==> config.mk <==
export PLATFORM = sky130hd
export DESIGN_NAME = sensor_watchdog_abort_monitor_unit
export DESIGN_NICKNAME = d
export VERILOG_FILES = /design/src/rtl/swam_pkg.sv /design/src/rtl/swam_core.sv /design/src/rtl/swam_result_reg.sv /design/src/rtl/sensor_watchdog_abort_monitor_unit.sv
export SDC_FILE = /design/constraint.sdc
export NUM_CORES = 1
export LEC_CHECK = 0
export ABC_AREA = 1
export BUFFER_PORTS_ARGS = -buffer_cell sky130_fd_sc_hd__buf_2
export CAP_MARGIN = 20
export CORE_AREA = 2 2 127 129
export DETAILED_ROUTE_END_ITERATION = 10
export DIE_AREA = 0 0 129 131
export PLACE_DENSITY = 0.72
export SLEW_MARGIN = 20
export SYNTH_ARGS = -nofsm -noshare
export SYNTH_HDL_FRONTEND = slang
export SYNTH_HIERARCHICAL = 1
export SYNTH_SLANG_ARGS = --single-unit
==> constraint.sdc <==
create_clock -name clk -period 1.92 [get_ports clk]
set_clock_uncertainty 0.2 [all_clocks]
set_input_delay 0.48 -clock clk [delete_from_list [all_inputs] [get_ports clk]]
set_output_delay 0.48 -clock clk [all_outputs]
set_load 0.03 [all_outputs]
==> src/rtl/swam_pkg.sv <==
`default_nettype none
// ----------------------------------------------------------------------------
// Sensor watchdog abort monitor package
// Event codes, register indexes, configuration and cause types, and the
// saturating increment that every silence counter shares.
// ----------------------------------------------------------------------------
package swam_pkg;

  localparam int unsigned CntW   = 8;
  localparam int unsigned DepthW = 16;
  localparam int unsigned SurfW  = 15;
  localparam int unsigned CmdW   = 3;
  localparam int unsigned IdxW   = 3;

  localparam logic [CntW-1:0] CNT_MAX = {CntW{1'b1}};

  // Event kinds carried by cmd.
  localparam logic [CmdW-1:0] CMD_TICK  = 3'd0;
  localparam logic [CmdW-1:0] CMD_DEPTH = 3'd1;
  localparam logic [CmdW-1:0] CMD_GPS   = 3'd2;
  localparam logic [CmdW-1:0] CMD_SONAR = 3'd3;
  localparam logic [CmdW-1:0] CMD_MODE  = 3'd4;

  // Configuration register indexes.
  localparam logic [IdxW-1:0] REG_DEPTH_LIMIT  = 3'd0;
  localparam logic [IdxW-1:0] REG_SONAR_TO     = 3'd1;
  localparam logic [IdxW-1:0] REG_DEPTH_TO     = 3'd2;
  localparam logic [IdxW-1:0] REG_GPS_TO       = 3'd3;
  localparam logic [IdxW-1:0] REG_LOCK_LOSS    = 3'd4;
  localparam logic [IdxW-1:0] REG_SURFACE      = 3'd5;

  typedef struct packed {
    logic signed [DepthW-1:0] depth_limit_cm;
    logic [CntW-1:0]          sonar_timeout;
    logic [CntW-1:0]          depth_quiet_max;
    logic [CntW-1:0]          gps_quiet_max;
    logic [CntW-1:0]          lock_loss_pings;
    logic [SurfW-1:0]         surface_depth_cm;
  } cfg_t;

  typedef struct packed {
    logic abort;
    logic timeout_cause;
    logic lock_cause;
    logic depth_cause;
  } cause_t;

  function automatic logic [CntW-1:0] sat_inc(input logic [CntW-1:0] c);
    return (c == CNT_MAX) ? c : c + {{(CntW-1){1'b0}}, 1'b1};
  endfunction

endpackage
`default_nettype wire

==> src/rtl/swam_core.sv <==
`default_nettype none
// ----------------------------------------------------------------------------
// Sensor watchdog abort monitor core
// Holds the watchdog state, judges the abort causes on it and applies one
// registered event word per cycle while step is high.
// ----------------------------------------------------------------------------
module swam_core (
  input  wire logic                          clk,
  input  wire logic                          rst,
  input  wire logic                          step,
  input  wire logic [swam_pkg::CmdW-1:0]     cmd,
  input  wire logic signed [swam_pkg::DepthW-1:0] depth_sample_cm,
  input  wire logic [7:0]                    track_status,
  input  wire logic                          altitude_mode,
  input  wire swam_pkg::cfg_t                cfg,
  output swam_pkg::cause_t                   causes
);
  import swam_pkg::*;

  logic [CntW-1:0]          sonar_silence;
  logic [CntW-1:0]          depth_silence;
  logic [CntW-1:0]          gps_silence;
  logic                     bottom_locked;
  logic [CntW-1:0]          bad_ping_run;
  logic signed [DepthW-1:0] last_depth_cm;
  logic                     in_altitude_mode;

  logic t_cause;
  logic near_surface;

  // Causes are judged on the state before the tick takes effect.
  always_comb begin
    t_cause = (sonar_silence > cfg.sonar_timeout) ||
              (depth_silence > cfg.depth_quiet_max) ||
              (gps_silence > cfg.gps_quiet_max);
    causes.timeout_cause = t_cause;
    causes.lock_cause    = in_altitude_mode && !bottom_locked;
    causes.depth_cause   = last_depth_cm > cfg.depth_limit_cm;
    causes.abort         = t_cause || causes.lock_cause || causes.depth_cause;
    near_surface = last_depth_cm < $signed({1'b0, cfg.surface_depth_cm});
  end

  always_ff @(posedge clk) begin
    if (rst) begin
      sonar_silence    <= '0;
      depth_silence    <= '0;
      gps_silence      <= '0;
      bottom_locked    <= 1'b0;
      bad_ping_run     <= '0;
      last_depth_cm    <= '0;
      in_altitude_mode <= 1'b0;
    end else if (step) begin
      case (cmd)
        CMD_TICK: begin
          sonar_silence <= sat_inc(sonar_silence);
          depth_silence <= sat_inc(depth_silence);
          gps_silence   <= near_surface ? sat_inc(gps_silence) : '0;
        end
        CMD_DEPTH: begin
          depth_silence <= '0;
          last_depth_cm <= depth_sample_cm;
        end
        CMD_GPS: begin
          gps_silence <= '0;
        end
        CMD_SONAR: begin
          sonar_silence <= '0;
          if (track_status == 8'd0) begin
            bottom_locked <= 1'b1;
            bad_ping_run  <= '0;
          end else begin
            bottom_locked <= bad_ping_run <= cfg.lock_loss_pings;
            bad_ping_run  <= sat_inc(bad_ping_run);
          end
        end
        CMD_MODE: begin
          in_altitude_mode <= altitude_mode;
        end
        default: begin
        end
      endcase
    end
  end

`ifndef NO_ASSERTIONS
  // A saturated sonar counter stays saturated across a tick.
  a_sonar_sat: assert property (@(posedge clk) disable iff (rst)
    step && cmd == CMD_TICK && sonar_silence == CNT_MAX |=> sonar_silence == CNT_MAX)
    else $error("sonar silence counter wrapped");

  // A good ping always restores bottom lock and empties the bad-ping run.
  a_good_ping: assert property (@(posedge clk) disable iff (rst)
    step && cmd == CMD_SONAR && track_status == 8'd0 |=> bottom_locked && bad_ping_run == '0)
    else $error("good ping did not restore bottom lock");

  // Away from the surface a tick always clears the GPS counter.
  a_gps_clear: assert property (@(posedge clk) disable iff (rst)
    step && cmd == CMD_TICK && !near_surface |=> gps_silence == '0)
    else $error("GPS counter advanced below the surface band");
`endif

endmodule
`default_nettype wire

==> src/rtl/swam_result_reg.sv <==
`default_nettype none
// ----------------------------------------------------------------------------
// Sensor watchdog abort monitor result register
// Holds one finished verdict word until the consumer takes it.
// ----------------------------------------------------------------------------
module swam_result_reg (
  input  wire logic             clk,
  input  wire logic             rst,
  input  wire logic             load,
  input  wire swam_pkg::cause_t load_causes,
  output logic                  can_load,
  output logic                  out_valid,
  input  wire logic             out_ready,
  output swam_pkg::cause_t      held
);
  import swam_pkg::*;

  assign can_load = !out_valid || out_ready;

  always_ff @(posedge clk) begin
    if (rst) begin
      out_valid <= 1'b0;
    end else if (load) begin
      out_valid <= 1'b1;
    end else if (out_ready) begin
      out_valid <= 1'b0;
    end
  end

  always_ff @(posedge clk) begin
    if (load) begin
      held <= load_causes;
    end
  end

`ifndef NO_ASSERTIONS
  // The owner only loads when the register is free or being emptied.
  a_no_overwrite: assert property (@(posedge clk) disable iff (rst)
    load |-> can_load)
    else $error("result register overwritten while a verdict waits");
`endif

endmodule
`default_nettype wire

==> src/rtl/sensor_watchdog_abort_monitor_unit.sv <==
`default_nettype none
// ----------------------------------------------------------------------------
// Sensor watchdog abort monitor
// Watches depth, GPS, sonar and mode events and gives an abort verdict on
// every heartbeat tick.
// ----------------------------------------------------------------------------
// The block takes one event word per clock cycle, back to back, while
// in_ready is high. A word is first captured in an input register; the core
// applies it to the watchdog state as it leaves that register, and a tick
// also writes its verdict into the result register, which drives the output.
// Events other than ticks (depth, GPS fix, sonar ping, mode update) give no
// output word and never wait on the consumer; unknown event codes are
// dropped without touching the state. A tick waits in the input register
// only while a previous verdict is still held and the consumer is not
// ready, so with out_ready high the sustained rate is one word per cycle,
// set by the single input register and single result register.
// Configuration registers are written through cfg_we, cfg_index and
// cfg_data at any clock edge with cfg_we high; writes to indexes beyond
// the six registers are ignored. After reset no clearing pass is needed.
// ----------------------------------------------------------------------------
module sensor_watchdog_abort_monitor_unit (
  input  wire logic        clk,
  input  wire logic        rst,
  // Configuration write port
  input  wire logic        cfg_we,
  input  wire logic [2:0]  cfg_index,
  input  wire logic [15:0] cfg_data,
  // Event input channel
  input  wire logic        in_valid,
  output logic             in_ready,
  input  wire logic [2:0]  cmd,
  input  wire logic signed [15:0] depth_sample_cm,
  input  wire logic [7:0]  track_status,
  input  wire logic        altitude_mode,
  // Verdict output channel
  output logic             out_valid,
  input  wire logic        out_ready,
  output logic             abort,
  output logic             timeout_cause,
  output logic             lock_cause,
  output logic             depth_cause
);
  import swam_pkg::*;

  cfg_t cfg;

  // Input register: one event word waiting to be applied.
  logic                     stage_valid;
  logic [CmdW-1:0]          stage_cmd;
  logic signed [DepthW-1:0] stage_depth;
  logic [7:0]               stage_track;
  logic                     stage_mode;

  logic   advance;
  logic   stage_is_tick;
  logic   can_load;
  cause_t causes;
  cause_t held;

  // Configuration registers. Each register keeps only its own width of the
  // write data; a write to an unused index changes nothing.
  always_ff @(posedge clk) begin
    if (rst) begin
      cfg.depth_limit_cm   <= 16'sd32767;
      cfg.sonar_timeout    <= 8'd10;
      cfg.depth_quiet_max  <= 8'd10;
      cfg.gps_quiet_max    <= 8'd10;
      cfg.lock_loss_pings  <= 8'd10;
      cfg.surface_depth_cm <= 15'd200;
    end else if (cfg_we) begin
      unique case (cfg_index)
        REG_DEPTH_LIMIT: cfg.depth_limit_cm <= $signed(cfg_data);
        REG_SONAR_TO:  cfg.sonar_timeout    <= cfg_data[CntW-1:0];
        REG_DEPTH_TO:  cfg.depth_quiet_max  <= cfg_data[CntW-1:0];
        REG_GPS_TO:    cfg.gps_quiet_max    <= cfg_data[CntW-1:0];
        REG_LOCK_LOSS: cfg.lock_loss_pings  <= cfg_data[CntW-1:0];
        REG_SURFACE:   cfg.surface_depth_cm <= cfg_data[SurfW-1:0];
        default: begin
        end
      endcase
    end
  end

  // A staged word moves on when it needs no result slot, or when the result
  // register is free or being emptied in this cycle.
  assign stage_is_tick = stage_cmd == CMD_TICK;
  assign advance       = stage_valid && (!stage_is_tick || can_load);
  assign in_ready      = !stage_valid || advance;

  always_ff @(posedge clk) begin
    if (rst) begin
      stage_valid <= 1'b0;
    end else if (in_ready) begin
      stage_valid <= in_valid;
    end
  end

  always_ff @(posedge clk) begin
    if (in_valid && in_ready) begin
      stage_cmd   <= cmd;
      stage_depth <= depth_sample_cm;
      stage_track <= track_status;
      stage_mode  <= altitude_mode;
    end
  end

  swam_core u_core (
    .clk             (clk),
    .rst             (rst),
    .step            (advance),
    .cmd             (stage_cmd),
    .depth_sample_cm (stage_depth),
    .track_status    (stage_track),
    .altitude_mode   (stage_mode),
    .cfg             (cfg),
    .causes          (causes)
  );

  swam_result_reg u_result (
    .clk         (clk),
    .rst         (rst),
    .load        (advance && stage_is_tick),
    .load_causes (causes),
    .can_load    (can_load),
    .out_valid   (out_valid),
    .out_ready   (out_ready),
    .held        (held)
  );

  assign abort         = held.abort;
  assign timeout_cause = held.timeout_cause;
  assign lock_cause    = held.lock_cause;
  assign depth_cause   = held.depth_cause;

`ifndef NO_ASSERTIONS
  // A tick that leaves the input register always lands as a verdict.
  a_tick_verdict: assert property (@(posedge clk) disable iff (rst)
    advance && stage_is_tick |=> out_valid)
    else $error("tick applied without a verdict");

  // Non-tick words never stall in the input register.
  a_event_flows: assert property (@(posedge clk) disable iff (rst)
    stage_valid && !stage_is_tick |-> advance && in_ready)
    else $error("sensor event stalled behind the result register");

  // An abort verdict always carries at least one cause.
  a_abort_cause: assert property (@(posedge clk) disable iff (rst)
    out_valid && abort |-> timeout_cause || lock_cause || depth_cause)
    else $error("abort without a cause");
`endif

endmodule
`default_nettype wire
==> impl_metrics.ini <==
[placement]
placed_cells = 1278
pre_cts_slack_ns = -0.1506
io_buffers = 57
dp.final_hpwl_um = 12700
gp_congestion = 0.8301
dpl_cell_area_um2 = 8547

[yosys]
ys_types = 45
syn-cell-area_um2 = 7616
syn_avg_cell_area_um2 = 7.876
syn_nets = 1085
seq_area_frac_synth_pct = 42.85
syn_inst = 967
ys_warn_count = 6
synth-main-ff-cell = dfxtp_1
synth_edf_count = 32
ys_seq_elements = 147
async_flop_share_pct = 0

[layout]
num_antenna_cells = 0
design_area_um2 = 10020
drive_gt1_share_pct = 33.48
fin_cells = 1324
final_nets = 1213
syn_to_final_growth_pct = 31.56

[min_path]
hold_class = in -> reg
min_to = stage_cmd[0]$_DFFE_PP_
min_from = cmd[0]
whs_path_depth = 1

[detailed_routing]
wl_per_cell_um = 14.25
route.met3.wl_um = 690
vias = 6631
drcViolationCount = 0
first_iter_violations = 326
final_antenna_net_count = 0
wirelength_um = 18870
top_layer_used = met4
drt-met1-wl_um = 8487
wl_met2_um = 9335
via_per_inst = 5.008
dr.pass1.iters = 5

[sta]
hold_violations = 0
post-route-worst-setup-slack_ns = -0.1633
setup_violations = 9
max_slew_margin_pct = 64.18
final_max_slew_viol_count = 0
worstMarginPinSlew_ns = 0.5340
rsz0062_at_grt = yes
period_share_pct = 108.5
fin_setup_tns_ns = -0.5926
max_clock_freq_ghz = 0.4800
whs_ns = 0.02460
period_minus_slack_ns = 2.083

[floorplan]
core_um2 = 15600
initial_utilization_pct = 48.83
die_h_um = 131
die_w_um = 129
placementRows = 46
io_pins = 58
die-area_um2 = 16900

[critical_path]
crit_fanout = 2
r2r_end = u_core/gps_silence[4]$_SDFFE_PP0P_
start_kind = register
r2r-start = u_core/last_depth_cm[1]$_SDFFE_PP0P_
worstSetupPathType = reg -> out
path_common_cell = buf_6
rr_worst_depth = 15
cp-end-kind = output pin
max_stage_delay_ns = 0.40
r2r_slack_ns = -0.07
cp_slowest_cell = edfxtp_1
arrival_ns = 1.40
required_ns = 1.24
crit_path_cell_trace = buf_6, nor2_4, nand4_1, buf_6

[clock_tree]
clk_latency_ns = 0.43
cts_buffers = 17
cts_root_buf = clkbuf_16
cts_buffer_depth = 2
cts_max_level = 4
cts_tree = done
clkSinkCount = 147
cts.clk_slew.worst_paths_ns = 0.06

[global_routing]
grt_max_degree = 29
antenna_found_initial = 0
grt_pass1_vias = 6257
grt_usage_pct = 22.18
grt_remaining_overflow = 0
grt_pass1_wl_um = 29260

[power_and_ir_drop]
p_leak_uw = 0.004575
power_density_nw_per_um2 = 745.0
ir_worst_vdd_mv = 0.7594

[outcome]
violations = negative setup slack
outcome = complete, but fails checks

[flow_run]
max_cap_viol_count = 0
[sequential cells by signal, indices dropped and copies added (netlist names)]
signal and flops:
u_core/in_altitude_mode 1, u_core/gps_silence 8, stage_track 8, u_result/out_valid 1, stage_valid 1, u_core/sonar_silence 8, u_core/bottom_locked 1, stage_cmd 3
u_result/held 4, u_core/bad_ping_run 8, u_core/depth_silence 8, cfg 63, u_core/last_depth_cm 16, stage_mode 1, stage_depth 16
[synth_stat cells, types with 2 or more instances]
| cell | n | area share (%) |
|---|---|---|
| a211oi_1 | 4 | 0.39 |
| a21oi_1 | 62 | 4.1 |
| a21oi_2 | 2 | 0.23 |
| a31oi_1 | 2 | 0.16 |
| buf_2 | 3 | 0.20 |
| buf_4 | 5 | 0.49 |
| buf_6 | 3 | 0.44 |
| clkbuf_1 | 9 | 0.44 |
| dfxtp_1 | 115 | 30 |
| edfxtp_1 | 32 | 13 |
| ha_1 | 66 | 11 |
| inv_1 | 134 | 6.6 |
| inv_2 | 14 | 0.69 |
| nand2_1 | 196 | 9.7 |
| nand2_2 | 8 | 0.66 |
| nand2_4 | 5 | 0.74 |
| nand3_1 | 60 | 3.9 |
| nand3_2 | 4 | 0.53 |
| nand4_1 | 15 | 1.2 |
| nor2_1 | 120 | 5.9 |
| nor2_2 | 20 | 1.6 |
| nor2_4 | 4 | 0.59 |
| nor3_1 | 10 | 0.66 |
| nor3_2 | 3 | 0.39 |
| nor3_4 | 2 | 0.43 |
| o211ai_1 | 4 | 0.39 |
| o21ai_0 | 36 | 2.4 |
| o21ai_1 | 2 | 0.13 |
| o21bai_1 | 2 | 0.20 |
| xor2_1 | 10 | 1.1 |
[logic make-up (layout without fill, tap and decap cells)]
kind of cell    Yosys count  in the layout  share of synthesized area, %
buf+inv                 172            312                         9.364
fa+ha+maj                66             66                         10.84
compound gates          118            118                         8.395
flops                   147            147                         42.85
xor+xnor                 11             11                         1.265
simple gates            453            454                         27.29
[layout by cell type, fill, tap and decap left out, drive strengths merged, types with 2 or more instances in the layout]
| master | synthesis | routed |
|---|---|---|
| buf | 12 | 129 |
| edfxtp | 32 | 32 |
| a211oi | 4 | 4 |
| o21bai | 2 | 2 |
| ha | 66 | 66 |
| clkinv | 1 | 5 |
| o211ai | 4 | 4 |
| a21oi | 64 | 64 |
| nor2 | 144 | 144 |
| dfxtp | 115 | 115 |
| nand4 | 16 | 16 |
| a31oi | 2 | 2 |
| clkbuf | 10 | 18 |
| nand2 | 209 | 210 |
| inv | 149 | 158 |
| nand3 | 65 | 65 |
| xor2 | 10 | 10 |
| nor3 | 15 | 15 |
| o21ai | 38 | 38 |
[worst max path at each step]
stage | from | end | slack [ns] | cells after the start
detailed placement | out_ready | u_core/sonar_silence[7]$_SDFFE_PP0P_ | -0.15 | 15
global placement | cfg[38]$_SDFFE_PP0P_ | u_result/held[3]$_DFFE_PP_ | -0.14 | 10
floorplan | out_ready | stage_cmd[0]$_DFFE_PP_ | -0.19 | 6
finish | stage_cmd[1]$_DFFE_PP_ | in_ready | -0.16 | 4
CTS | stage_cmd[0]$_DFFE_PP_ | in_ready | -0.16 | 4
global route | stage_cmd[1]$_DFFE_PP_ | in_ready | -0.22 | 4
[per-stage QoR]
step | total power [uW] | util (%)
after floorplan | 3785 | -
after global placement | 4012 | 54.80
after detailed placement | 4027 | 54.80
after CTS | 7366 | 59.83
after global routing | 7735 | 64.24
final | 7465 | 64.24
[critical path: cells and delay by family, from the launching register on]
family | cells | cell delay (ns)
DFF | 1 | 0.40
buffers and inverters | 2 | 0.32
and+or+nand+nor | 2 | 0.25
[area by class of cell]
type                    instances  area [um2]
fillers                      1267        5578
well taps                     216       270.3
inverters                     150       583.1
multi-input cells             649        4294
clock buffers                  17       425.4
clock inverters                15       166.4
repair buffers                130       968.4
flip-flops and latches        147        3312
[report_power, final]
part           switching [uW]  internal, uW
combinational             473           318
clock                    1480          1850
sequential               60.1          3280
total                    2020          5450
[what timing repair did]
item                       CTS  global route
setup endpoints to repair   11            50
hold endpoints to repair     0             0
gates resized for setup     43           149
pin swaps                   16            53
gates cloned                 1             1
hold buffers                 0             0
setup buffers                3             9
[routing by layer]
| metal | vias to the layer above | global-route usage (%) |
|---|---|---|
| met5 | - | 0 |
| met4 | 0 | 6.714 |
| met3 | 27 | 4.316 |
| met2 | 125 | 37.94 |
| met1 | 3094 | 28.59 |
| li1 | 3385 | - |
Note: power is estimated with default switching activity, not from simulation.
